$ cat config.mk
export PLATFORM = sky130hd
export DESIGN_NAME = json_string_unescape_utf8
export DESIGN_NICKNAME = d
export VERILOG_FILES = /design/src/rtl/core/jsu_pkg.sv /design/src/rtl/core/jsu_front.sv /design/src/rtl/core/jsu_queue.sv /design/src/rtl/core/jsu_back.sv /design/src/rtl/core/json_string_unescape_utf8.sv
export SDC_FILE = /design/constraint.sdc
export NUM_CORES = 1
export LEC_CHECK = 0
export BUFFER_PORTS_ARGS = -buffer_cell sky130_fd_sc_hd__buf_2
export CORE_ASPECT_RATIO = 0.6
export CORE_UTILIZATION = 54
export DETAILED_ROUTE_END_ITERATION = 7
export PLACE_DENSITY = 0.67
export SLEW_MARGIN = 20
export SYNTH_ARGS = -nofsm -noshare
export SYNTH_HDL_FRONTEND = slang
export SYNTH_SLANG_ARGS = --single-unit
$ cat constraint.sdc
create_clock -name clk -period 6 [get_ports clk]
set_input_delay 1.2 -clock clk [delete_from_list [all_inputs] [get_ports clk]]
set_output_delay 1.2 -clock clk [all_outputs]
set_load 0.02 [all_outputs]
$ cat src/rtl/core/jsu_pkg.sv
`timescale 1ns / 1ps
package jsu_pkg;

  localparam int JSU_QDEPTH = 2;
  localparam int RUN_MAX    = 4;

  localparam logic [1:0] KIND_DATA = 2'd0;
  localparam logic [1:0] KIND_DONE = 2'd1;
  localparam logic [1:0] KIND_ERR  = 2'd2;

  localparam logic [1:0] ERR_NONE    = 2'd0;
  localparam logic [1:0] ERR_INVALID = 2'd1;
  localparam logic [1:0] ERR_EOF     = 2'd2;

  localparam logic [7:0] CHR_QUOTE  = 8'h22;
  localparam logic [7:0] CHR_BSLASH = 8'h5C;
  localparam logic [7:0] CHR_SLASH  = 8'h2F;
  localparam logic [7:0] CHR_B      = 8'h62;
  localparam logic [7:0] CHR_F      = 8'h66;
  localparam logic [7:0] CHR_N      = 8'h6E;
  localparam logic [7:0] CHR_R      = 8'h72;
  localparam logic [7:0] CHR_T      = 8'h74;
  localparam logic [7:0] CHR_U      = 8'h75;
  localparam logic [7:0] CTRL_LIM   = 8'h20;

  localparam logic [15:0] SUR_HI_MIN = 16'hD800;
  localparam logic [15:0] SUR_HI_MAX = 16'hDBFF;
  localparam logic [15:0] SUR_LO_MIN = 16'hDC00;
  localparam logic [15:0] SUR_LO_MAX = 16'hDFFF;
  localparam logic [20:0] CP_SUPP    = 21'h10000;

  typedef struct packed {
    logic [1:0] kind;
    logic [7:0] data;
    logic [1:0] code;
  } res_t;

  // one input word's worth of results, cnt is 1..4
  typedef struct packed {
    logic [2:0]           cnt;
    res_t [RUN_MAX-1:0]   ent;
  } run_t;

  typedef struct packed {
    logic full;
    logic empty;
  } q_stat_t;

  // {ok, value}
  function automatic logic [4:0] hex_digit(input logic [7:0] c);
    logic [4:0] r;
    r = 5'd0;
    if (c >= 8'h30 && c <= 8'h39) begin
      r = {1'b1, c[3:0]};
    end else if ((c >= 8'h61 && c <= 8'h66) || (c >= 8'h41 && c <= 8'h46)) begin
      r = {1'b1, c[3:0] + 4'd9};
    end
    return r;
  endfunction

  function automatic run_t utf8_enc(input logic [20:0] cp);
    run_t r;
    r = '0;
    if (cp < 21'h80) begin
      r.cnt = 3'd1;
      r.ent[0].data = cp[7:0];
    end else if (cp < 21'h800) begin
      r.cnt = 3'd2;
      r.ent[0].data = {3'b110, cp[10:6]};
      r.ent[1].data = {2'b10, cp[5:0]};
    end else if (cp < CP_SUPP) begin
      r.cnt = 3'd3;
      r.ent[0].data = {4'b1110, cp[15:12]};
      r.ent[1].data = {2'b10, cp[11:6]};
      r.ent[2].data = {2'b10, cp[5:0]};
    end else begin
      r.cnt = 3'd4;
      r.ent[0].data = {5'b11110, cp[20:18]};
      r.ent[1].data = {2'b10, cp[17:12]};
      r.ent[2].data = {2'b10, cp[11:6]};
      r.ent[3].data = {2'b10, cp[5:0]};
    end
    return r;
  endfunction

endpackage

$ cat src/rtl/core/jsu_front.sv
`timescale 1ns / 1ps
module jsu_front (
  input  logic            clk,
  input  logic            rst,
  input  logic            in_valid,
  output logic            in_ready,
  input  logic [7:0]      in_byte,
  input  jsu_pkg::q_stat_t q_stat,
  output logic            push,
  output jsu_pkg::run_t   push_run
);

  typedef enum logic [6:0] {
    PH_OPEN    = 7'b0000001,
    PH_BODY    = 7'b0000010,
    PH_ESC     = 7'b0000100,
    PH_HEX     = 7'b0001000,
    PH_AHIGH   = 7'b0010000,
    PH_AHIGH_BS = 7'b0100000,
    PH_LOW_HEX = 7'b1000000
  } phase_t;

  phase_t      phase, phase_next;
  logic [15:0] hex_accum, hex_accum_next;
  logic [15:0] high_half, high_half_next;
  logic [1:0]  digit_count, digit_count_next;

  logic          in_fire;
  logic [4:0]    hv;
  logic [15:0]   acc_dig;
  logic          last_digit;
  logic [20:0]   cp_sel;
  jsu_pkg::run_t u8;

  logic          body_has;
  jsu_pkg::res_t body_ent;
  phase_t        body_ph;
  logic          esc_u;
  logic          esc_bad;
  logic [7:0]    esc_chr;

  jsu_pkg::run_t run_c;
  logic          push_c;

  assign in_ready = !q_stat.full;
  assign in_fire  = in_valid && in_ready;

  assign hv         = jsu_pkg::hex_digit(in_byte);
  assign acc_dig    = {hex_accum[11:0], hv[3:0]};
  assign last_digit = (digit_count == 2'd3);

  always_comb begin
    if (phase == PH_HEX) begin
      cp_sel = {5'd0, acc_dig};
    end else if (phase == PH_LOW_HEX) begin
      cp_sel = jsu_pkg::CP_SUPP + {1'b0, high_half[9:0], acc_dig[9:0]};
    end else begin
      cp_sel = {5'd0, high_half};
    end
  end

  assign u8 = jsu_pkg::utf8_enc(cp_sel);

  always_comb begin
    body_has = 1'b1;
    body_ent = '0;
    body_ph  = PH_OPEN;
    if (in_byte == 8'd0) begin
      body_ent.kind = jsu_pkg::KIND_ERR;
      body_ent.code = jsu_pkg::ERR_EOF;
    end else if (in_byte == jsu_pkg::CHR_QUOTE) begin
      body_ent.kind = jsu_pkg::KIND_DONE;
    end else if (in_byte == jsu_pkg::CHR_BSLASH) begin
      body_has = 1'b0;
      body_ph  = PH_ESC;
    end else if (in_byte < jsu_pkg::CTRL_LIM) begin
      body_ent.kind = jsu_pkg::KIND_ERR;
      body_ent.code = jsu_pkg::ERR_INVALID;
    end else begin
      body_ent.data = in_byte;
      body_ph       = PH_BODY;
    end
  end

  always_comb begin
    esc_u   = 1'b0;
    esc_bad = 1'b0;
    esc_chr = in_byte;
    unique case (in_byte)
      jsu_pkg::CHR_QUOTE,
      jsu_pkg::CHR_BSLASH,
      jsu_pkg::CHR_SLASH:  esc_chr = in_byte;
      jsu_pkg::CHR_B:      esc_chr = 8'h08;
      jsu_pkg::CHR_F:      esc_chr = 8'h0C;
      jsu_pkg::CHR_N:      esc_chr = 8'h0A;
      jsu_pkg::CHR_R:      esc_chr = 8'h0D;
      jsu_pkg::CHR_T:      esc_chr = 8'h09;
      jsu_pkg::CHR_U:      esc_u   = 1'b1;
      default:             esc_bad = 1'b1;
    endcase
  end

  always_comb begin
    run_c            = '0;
    push_c           = 1'b0;
    phase_next       = phase;
    hex_accum_next   = hex_accum;
    high_half_next   = high_half;
    digit_count_next = digit_count;
    unique case (phase)
      PH_OPEN: begin
        if (in_byte == jsu_pkg::CHR_QUOTE) begin
          phase_next = PH_BODY;
        end else begin
          push_c = 1'b1;
          run_c.cnt = 3'd1;
          run_c.ent[0].kind = jsu_pkg::KIND_ERR;
          run_c.ent[0].code = jsu_pkg::ERR_INVALID;
          phase_next = PH_OPEN;
        end
      end
      PH_BODY: begin
        push_c       = body_has;
        run_c.cnt    = 3'd1;
        run_c.ent[0] = body_ent;
        phase_next   = body_ph;
      end
      PH_ESC: begin
        if (esc_u) begin
          hex_accum_next   = 16'd0;
          digit_count_next = 2'd0;
          phase_next       = PH_HEX;
        end else if (esc_bad) begin
          push_c = 1'b1;
          run_c.cnt = 3'd1;
          run_c.ent[0].kind = jsu_pkg::KIND_ERR;
          run_c.ent[0].code = jsu_pkg::ERR_INVALID;
          phase_next = PH_OPEN;
        end else begin
          push_c = 1'b1;
          run_c.cnt = 3'd1;
          run_c.ent[0].data = esc_chr;
          phase_next = PH_BODY;
        end
      end
      PH_HEX, PH_LOW_HEX: begin
        if (!hv[4]) begin
          push_c = 1'b1;
          run_c.cnt = 3'd1;
          run_c.ent[0].kind = jsu_pkg::KIND_ERR;
          run_c.ent[0].code = jsu_pkg::ERR_INVALID;
          phase_next = PH_OPEN;
        end else begin
          hex_accum_next = acc_dig;
          if (!last_digit) begin
            digit_count_next = digit_count + 2'd1;
          end else begin
            digit_count_next = 2'd0;
            if (phase == PH_HEX) begin
              if (acc_dig >= jsu_pkg::SUR_HI_MIN && acc_dig <= jsu_pkg::SUR_HI_MAX) begin
                high_half_next = acc_dig;
                phase_next     = PH_AHIGH;
              end else begin
                push_c     = 1'b1;
                run_c      = u8;
                phase_next = PH_BODY;
              end
            end else if (acc_dig < jsu_pkg::SUR_LO_MIN || acc_dig > jsu_pkg::SUR_LO_MAX) begin
              push_c = 1'b1;
              run_c.cnt = 3'd1;
              run_c.ent[0].kind = jsu_pkg::KIND_ERR;
              run_c.ent[0].code = jsu_pkg::ERR_INVALID;
              phase_next = PH_OPEN;
            end else begin
              push_c     = 1'b1;
              run_c      = u8;
              phase_next = PH_BODY;
            end
          end
        end
      end
      PH_AHIGH: begin
        if (in_byte == jsu_pkg::CHR_BSLASH) begin
          phase_next = PH_AHIGH_BS;
        end else begin
          // lone high surrogate: three bytes, then the word as a body byte
          push_c     = 1'b1;
          run_c      = u8;
          phase_next = body_ph;
          if (body_has) begin
            run_c.cnt    = 3'd4;
            run_c.ent[3] = body_ent;
          end
        end
      end
      PH_AHIGH_BS: begin
        if (esc_u) begin
          hex_accum_next   = 16'd0;
          digit_count_next = 2'd0;
          phase_next       = PH_LOW_HEX;
        end else begin
          push_c    = 1'b1;
          run_c     = u8;
          run_c.cnt = 3'd4;
          if (esc_bad) begin
            run_c.ent[3].kind = jsu_pkg::KIND_ERR;
            run_c.ent[3].code = jsu_pkg::ERR_INVALID;
            phase_next = PH_OPEN;
          end else begin
            run_c.ent[3].data = esc_chr;
            phase_next = PH_BODY;
          end
        end
      end
      default: begin
        phase_next = PH_OPEN;
      end
    endcase
  end

  assign push     = in_fire && push_c;
  assign push_run = run_c;

  always_ff @(posedge clk) begin
    if (rst) begin
      phase       <= PH_OPEN;
      hex_accum   <= 16'd0;
      high_half   <= 16'd0;
      digit_count <= 2'd0;
    end else if (in_fire) begin
      phase       <= phase_next;
      hex_accum   <= hex_accum_next;
      high_half   <= high_half_next;
      digit_count <= digit_count_next;
    end
  end

endmodule

$ cat src/rtl/core/jsu_queue.sv
`timescale 1ns / 1ps
module jsu_queue #(
  parameter int DEPTH = jsu_pkg::JSU_QDEPTH,
  parameter int WIDTH = $bits(jsu_pkg::run_t)
) (
  input  logic             clk,
  input  logic             rst,
  input  logic             push,
  input  logic [WIDTH-1:0] push_data,
  input  logic             pop,
  output logic [WIDTH-1:0] head,
  output jsu_pkg::q_stat_t stat
);

  localparam int AW = (DEPTH > 1) ? $clog2(DEPTH) : 1;
  localparam int CW = $clog2(DEPTH + 1);

  logic [WIDTH-1:0] slots [DEPTH];
  logic [AW-1:0]    wr_ptr, rd_ptr;
  logic [CW-1:0]    count;
  logic             push_ok, pop_ok;

  assign stat.full  = (count == CW'(DEPTH));
  assign stat.empty = (count == '0);
  assign push_ok    = push && !stat.full;
  assign pop_ok     = pop && !stat.empty;
  assign head       = slots[rd_ptr];

  always_ff @(posedge clk) begin
    if (push_ok) begin
      slots[wr_ptr] <= push_data;
    end
  end

  always_ff @(posedge clk) begin
    if (rst) begin
      wr_ptr <= '0;
      rd_ptr <= '0;
      count  <= '0;
    end else begin
      if (push_ok) begin
        wr_ptr <= (wr_ptr == AW'(DEPTH - 1)) ? '0 : wr_ptr + AW'(1);
      end
      if (pop_ok) begin
        rd_ptr <= (rd_ptr == AW'(DEPTH - 1)) ? '0 : rd_ptr + AW'(1);
      end
      count <= count + CW'(push_ok) - CW'(pop_ok);
    end
  end

endmodule

$ cat src/rtl/core/jsu_back.sv
`timescale 1ns / 1ps
module jsu_back (
  input  logic             clk,
  input  logic             rst,
  input  jsu_pkg::run_t    head,
  input  jsu_pkg::q_stat_t q_stat,
  output logic             pop,
  output logic             out_valid,
  input  logic             out_ready,
  output logic [1:0]       out_kind,
  output logic [7:0]       out_byte,
  output logic [1:0]       error_code,
  output logic             last_of_run
);

  logic [1:0]    idx;
  logic          load, take, end_of_run;
  jsu_pkg::res_t cur;

  assign load       = !out_valid || out_ready;
  assign take       = load && !q_stat.empty;
  assign cur        = head.ent[idx];
  assign end_of_run = ({1'b0, idx} == head.cnt - 3'd1);
  assign pop        = take && end_of_run;

  always_ff @(posedge clk) begin
    if (rst) begin
      out_valid <= 1'b0;
      idx       <= 2'd0;
    end else begin
      if (load) begin
        out_valid <= !q_stat.empty;
      end
      if (take) begin
        idx <= end_of_run ? 2'd0 : idx + 2'd1;
      end
    end
  end

  always_ff @(posedge clk) begin
    if (take) begin
      out_kind    <= cur.kind;
      out_byte    <= cur.data;
      error_code  <= cur.code;
      last_of_run <= end_of_run;
    end
  end

endmodule

$ cat src/rtl/core/json_string_unescape_utf8.sv
`timescale 1ns / 1ps
// The first result of an accepted word is written to the run queue, then registered at the output.
// Throughput: one input word per cycle; a word giving k results is emitted one result
// at a time, and input stalls only when the run queue (QDEPTH runs) is full.
// Reset (rst, synchronous): parser back to awaiting the opening quote,
// run queue emptied, out_valid dropped.
module json_string_unescape_utf8 #(
  parameter int QDEPTH = jsu_pkg::JSU_QDEPTH
) (
  input  logic       clk,
  input  logic       rst,
  input  logic       in_valid,
  output logic       in_ready,
  input  logic [7:0] in_byte,
  output logic       out_valid,
  input  logic       out_ready,
  output logic [1:0] out_kind,
  output logic [7:0] out_byte,
  output logic [1:0] error_code,
  output logic       last_of_run
);

  jsu_pkg::q_stat_t q_stat;
  jsu_pkg::run_t    push_run, head;
  logic             push, pop;

  jsu_front u_front (
    .clk      (clk),
    .rst      (rst),
    .in_valid (in_valid),
    .in_ready (in_ready),
    .in_byte  (in_byte),
    .q_stat   (q_stat),
    .push     (push),
    .push_run (push_run)
  );

  jsu_queue #(
    .DEPTH (QDEPTH),
    .WIDTH ($bits(jsu_pkg::run_t))
  ) u_queue (
    .clk       (clk),
    .rst       (rst),
    .push      (push),
    .push_data (push_run),
    .pop       (pop),
    .head      (head),
    .stat      (q_stat)
  );

  jsu_back u_back (
    .clk         (clk),
    .rst         (rst),
    .head        (head),
    .q_stat      (q_stat),
    .pop         (pop),
    .out_valid   (out_valid),
    .out_ready   (out_ready),
    .out_kind    (out_kind),
    .out_byte    (out_byte),
    .error_code  (error_code),
    .last_of_run (last_of_run)
  );

endmodule

### Word level (Yosys, flattened, before mapping)

Memory sizes are Yosys's and may differ from the RTL's. A register that Yosys moved wholly into a read port is not among the register bits.
Cells that the tools add are included.

| cells by class | value |
|---|---|
| equal/unequal tests | 22 |
| multiplexer cells | 103 |
| bitwise operators | 0 |
| $add $sub $neg | 9 |
| magnitude comparators | 15 |
| div/mod/pow operators | 0 |
| shift-type cells | 0 |
| reduce and logical (&&, ||, !) cells | 25 |
| multiply operators | 0 |

Operators by type and width:

| operator | count |
|---|---|
| 51-bit 2-to-1 mux | 5 |
| 8-bit 2-to-1 mux | 15 |
| 36-bit case mux with 3 select lines | 1 |
| 12-bit 2-to-1 mux | 7 |
| 8-bit case mux with 5 select lines | 2 |
| 7-bit 2-to-1 mux | 9 |
| 8-bit by 7-bit == test with 1-bit output (second input constant) | 7 |
| 21-bit 2-to-1 mux | 2 |
| 7-bit case mux with 6 select lines | 1 |
| 36-bit 2-to-1 mux | 1 |
| 2-bit 2-to-1 mux | 17 |
| 34-bit 2-to-1 mux | 1 |
| 12-bit binary-select mux with 2-bit select | 1 |
| 12-bit case mux with 2 select lines | 1 |
| 2-bit case mux with 6 select lines | 2 |
| 1-bit 2-to-1 mux | 22 |
| 17-bit by 20-bit adder with 21-bit output (first input constant) | 1 |
| 21-bit by 12-bit less-than comparator with 1-bit output (second input constant) | 1 |
| 21-bit by 17-bit less-than comparator with 1-bit output (second input constant) | 1 |
| 21-bit by 8-bit less-than comparator with 1-bit output (second input constant) | 1 |
| 5-bit 2-to-1 mux | 4 |
| 3-bit case mux with 6 select lines | 1 |
| 8-bit by 6-bit == test with 1-bit output (second input constant) | 2 |
| 16-bit greater-or-equal comparator (second input constant) | 1 |
| other kinds (43) | 68 |

| word-level totals | value |
|---|---|
| input port bits | 12 |
| memory bits (writable) | 102 |
| register bits | 57 |
| ROM bits | 0 |
| memories kept | 1 |
| output and inout port bits | 15 |
| latch bits | 0 |

Memory list:

| name | words | bits a word | rd ports | clocked after Yosys merged registers in | wr ports | line | source |
|---|---|---|---|---|---|---|---|
| u_queue.slots | 2 | 51 | 1 | 1 | 1 | jsu_queue.sv:18 | `logic [WIDTH-1:0] slots [DEPTH];` |

### Longest topological paths before layout

| depth | value |
|---|---|
| depth in word-level cells | 17 |
| mapped depth | 13 |

### Hierarchy

A second synthesis with hierarchy kept.

| second synthesis, totals | value |
|---|---|
| cells, all modules | 756 |
| area total of the unflattened synthesis | 8435.6 um2 |

By module, submodules not included:

| module | sequential area each (um2) | instances | area each (um2) | cells an instance |
|---|---|---|---|---|
| jsu_queue | 3163.0 | 1 | 3901.2 | 186 |
| jsu_front | 740.7 | 1 | 3618.5 | 518 |
| jsu_back | 450.4 | 1 | 915.9 | 52 |

### Worst setup path after synthesis

OpenSTA, ideal clock, no wires.

| timing path | value |
|---|---|
| kind | input port to flip-flop |
| start | input port in_byte[0] |
| end | memory u_queue.slots[0][0] in the netlist's numbering, enable pin |
| stages on the path | 9 |
| setup time | 0.444 ns |
| path slack | 0.665 ns |
| data arrival time | 4.890 ns |
| cell sequence | clkbuf_1 -> inv_1 -> ha_1 -> nor3b_1 -> nor3_2 -> nor2_4 -> a211oi_1 -> a311oi_2 -> nor2b_1 |

| on the way | value |
|---|---|
| cells in the longest elaborated chain, start to end | 16 |
| elaborated cells on any way between the ends | 35 |
| classes of those cells | 1 x add/sub; 8 x order compare; 3 x eq/ne; 15 x mux; 8 x reduce/logical |

RTL lines:

| item | line | source |
|---|---|---|
| start: declaration | json_string_unescape_utf8.sv:14 | `input logic [7:0] in_byte,` |
| 8-bit by 7-bit greater-or-equal comparator with 1-bit output / 8-bit by 7-bit less-or-equal comparator with 1-bit output (equally long branches) | jsu_pkg.sv:55 | `end else if ((c >= 8'h61 && c <= 8'h66) \|\| (c >= 8'h41 && c <= 8'h46)) begin` |
| 1-bit logical AND | jsu_pkg.sv:55 |  |
| 1-bit logical OR | jsu_pkg.sv:55 |  |
| 5-bit 2-to-1 mux | jsu_pkg.sv:55 |  |
| 5-bit 2-to-1 mux | jsu_pkg.sv:53 | `if (c >= 8'h30 && c <= 8'h39) begin` |
| 16-bit greater-or-equal comparator / 16-bit less-or-equal comparator (equally long branches) | jsu_front.sv:160 | `if (acc_dig >= jsu_pkg::SUR_HI_MIN && acc_dig <= jsu_pkg::SUR_HI_MAX) begin` |
| 1-bit logical AND | jsu_front.sv:160 |  |
| 1-bit 2-to-1 mux | jsu_front.sv:160 |  |
| 1-bit 2-to-1 mux | jsu_front.sv:159 | `if (phase == PH_HEX) begin` |
| 1-bit 2-to-1 mux | jsu_front.sv:155 | `if (!last_digit) begin` |
| 1-bit 2-to-1 mux | jsu_front.sv:147 | `if (!hv[4]) begin` |
| 1-bit case mux with 5 select lines (*) | jsu_front.sv:110 | `unique case (phase)` |
| 1-bit logical AND (*) | jsu_front.sv:221 | `assign push = in_fire && push_c;` |
| 1-bit logical AND (*) | jsu_queue.sv:25 | `assign push_ok = push && !stat.full;` |
| 1-bit 2-to-1 mux (*) | jsu_queue.sv:30 | `if (push_ok) begin` |
| 1-bit 2-to-1 mux (not written as such) (*) | jsu_queue.sv:31 | `slots[wr_ptr] <= push_data;` |
| end: declaration | jsu_queue.sv:18 |  |

Mark *: on every way between the ends. The rest lies on a longest branch, timed or not.

### Worst setup path in the final report

| timing path | value |
|---|---|
| start | input port in_byte[0] |
| end | memory u_queue.slots[1][9] in the netlist's numbering, enable pin |

Same word-level chain as after synthesis.

==> impl_metrics.yaml <==
synth:
  synthAdderAreaFrac_pct: 1.51
  synth_compound_area_share_pct: 15.4
  yosys.area.top_type: "edfxtp_1"
  syn_area_sq_mm: 0.00746
  ys_seq_elements: 140
  synthTopCellsByArea: "edfxtp_1, dfxtp_1, mux2i_1"
  synth_area_per_cell_sq_um: 11.0
  synthTopCellsByCount: "edfxtp_1, nor2_1, nand2_1"
  synth_cell_types: 86
  synthSimpleGateAreaFrac_pct: 18.0
  syn_nets: 699
  netlist_instances: 678
  synthArstFlopShare_pct: 0
  synth_edf_count: 95
  yosysTopAreaCellShare_pct: 38.3
  synth_xor_area_share_pct: 1.29
  synth_most_common_cell: "edfxtp_1"
  synth_top_family_by_area: "simple AND/OR/NAND/NOR gates"
  synth_mux_area_share_pct: 10.0
  seq_area_frac_synth_pct: 50.3
  synthFlopType: "edfxtp_1"
  ys_warn_count: 0
worst_setup_path:
  arrival_ps: 4370
  critPathLaunchType: "input port"
  required_ps: 6040
  critPathMaxFanout: 41
  end_kind: "flop"
  critical_path_class: "input port to flop"
timing:
  fmax_ghz: 0.231
  slew_headroom_pct: 23.9
  hold_violations: 0
  worst-slew-pin-transition_ps: 1130
  period_share_pct: 72.2
  tns_ps: 0
  rsz0062_at_grt: "no"
  skew_ps: 15.4
  finalCriticalPeriod_ps: 4330
  whs_ps: 465
  drv_slew: 0
  setup_viol: 0
  finalWorstSetupSlack_ps: 1670
power_and_ir_drop:
  ir_worst_vdd_mv: 0.203
  pwr_density_cell_mw_per_mm2: 361
  cellLeakagePower_nw: 2.79
route:
  finalWirelength_microns: 19700
  remaining_drc_errors: 0
  firstDrtPassIters: 6
  vias: 5776
  vias_per_cell: 6.67
  initialDrtViolationCount: 783
  ant_nets: 0
  drt-wirelength-per-cell_microns: 22.7
floorplan:
  io_pins: 27
  core_sq_mm: 0.0131
  fp.dieW_microns: 154
  die_area_sq_mm: 0.0143
  die_height_microns: 93.0
  rows: 32
  start_util_pct: 56.8
layout:
  stdcell_count: 866
  diodes: 0
  fin_nets: 704
  final_util_pct: 63.0
  layout-drive-gt1-share_pct: 17.1
  area_delta_synth_final_pct: 10.9
place:
  dp_cells: 834
  dpl.hpwl_microns: 14000
  gp_congestion: 0.975
  port_buffers: 26
  place_ws_ps: 1280
global_routing:
  antenna_found_initial: 0
  grt_pass1_wl_microns: 30800
  grt_use_total_pct: 29.3
  grt_overflow: 0
  grt_max_degree: 47
  grt_pass1_vias: 5188
clock_network:
  postCtsHoldBufs: 0
  htree_levels: 4
  postCtsSetupRepairBufs: 0
  cts.path.max_buffers: 2
  root_buffer: "clkbuf_16"
  cts_buffers: 17
  cts.sinks: 140
  cts.reportedPaths.clkPinSlew_ps: 60
  insertion_delay_ps: 430
  cts_tree: "done"
  cts_resized: 0
run:
  cap_violations: 0
status:
  status: "completed"
min_path:
  hold_path.class: "flop to flop"
final cells by class:
type | count | area [sq um]
multi-input cells | 480 | 3460
clock buffers | 18 | 429
clock inverters | 14 | 205
well taps | 170 | 213
fillers | 1038 | 4860
repair buffers | 28 | 145
inverters | 16 | 60.1
flip-flops and latches | 140 | 3750
cell usage in the layout (no fill, tap or decap), types with 6 or more instances in the layout:
cell,synthesis,routed
a21oi_1,40,40
nor2_1,63,63
nor2b_1,11,10
mux2i_1,34,34
dfxtp_1,45,44
inv_1,16,16
o21ai_0,24,24
nand2_1,51,51
and2_1,8,7
mux2_2,8,8
nand2b_1,6,6
buf_2,9,26
and4_1,6,6
nor3_1,20,20
a31oi_1,8,8
edfxtp_1,95,95
inv_6,0,6
o22ai_1,12,12
nand3_1,25,25
clkbuf_16,0,17
nand4_1,12,12
mux4_2,14,14
a21o_1,6,6
xnor2_1,6,6
ha_1,9,9
where the power goes:
group	switching [mW]	internal, mW
Sequential	0.0908	1.24
Clock	0.437	0.708
Combinational	0.297	0.217
worst max-delay path, stage by stage:
cell,delay (ps)
buf_2,170
inv_1,120
ha_1,290
nor3b_1,460
a311oi_4,100
nor2_4,310
a211oi_1,170
a311oi_2,590
and2_2,910
through the flow:
stage	power (mW)	instance area [sq um]
floorplan	1.71	7460
global placement	1.85	7630
detailed placement	1.86	7630
CTS	3.01	8260
global route	3.10	8270
finish	2.99	8270
layer usage:
layer / part of all wire, % / global-route usage (%) / up-vias
met5: 0 / 0 / -
met4: 1.3 / 7.00 / 0
met3: 9.8 / 8.06 / 27
met2: 42 / 40.9 / 286
met1: 47 / 44.7 / 2857
li1: - / - / 2606
logic make-up (layout without fill, tap and decap cells):
| group | count (synthesis) | after routing |
|---|---|---|
| multiplexers | 56 | 56 |
| adder cells (fa/ha/maj) | 9 | 9 |
| flip-flops | 140 | 140 |
| buffers and inverters | 58 | 76 |
| XOR/XNOR | 11 | 11 |
| AO/OA/AOI/OAI | 156 | 156 |
| AND/OR/NAND/NOR | 248 | 248 |
sequential cells by signal (all words and copies together), names as in the netlist, named ones only:
name / cells
u_back.error_code: 2
u_back.idx: 2
u_back.last_of_run: 1
u_back.out_byte: 8
u_back.out_kind: 2
u_back.out_valid: 1
u_front.digit_count: 2
u_front.hex_accum: 12
u_front.high_half: 16
u_front.phase: 7
u_queue.count: 2
u_queue.rd_ptr: 1
u_queue.slots: 82
u_queue.wr_ptr: 1
path summary, 6_finish.rpt:
kind / slack (ps) / endpoint / from / cells past startpoint
worst max-delay path: 1670 / u_queue.slots[1][9]$_DFFE_PP_ / in_byte[0] / 9
worst min-delay path: 470 / u_front.digit_count[1]$_SDFFE_PP0P_ / u_front.digit_count[1]$_SDFFE_PP0P_ / 2
worst max register to register: 2010 / u_queue.slots[1][9]$_DFFE_PP_ / u_front.phase[3]$_SDFFE_PP0P_ / 6
worst min register to register: 470 / u_front.digit_count[1]$_SDFFE_PP0P_ / u_front.digit_count[1]$_SDFFE_PP0P_ / 2
No activity file was read; power rests on OpenSTA's default activity.
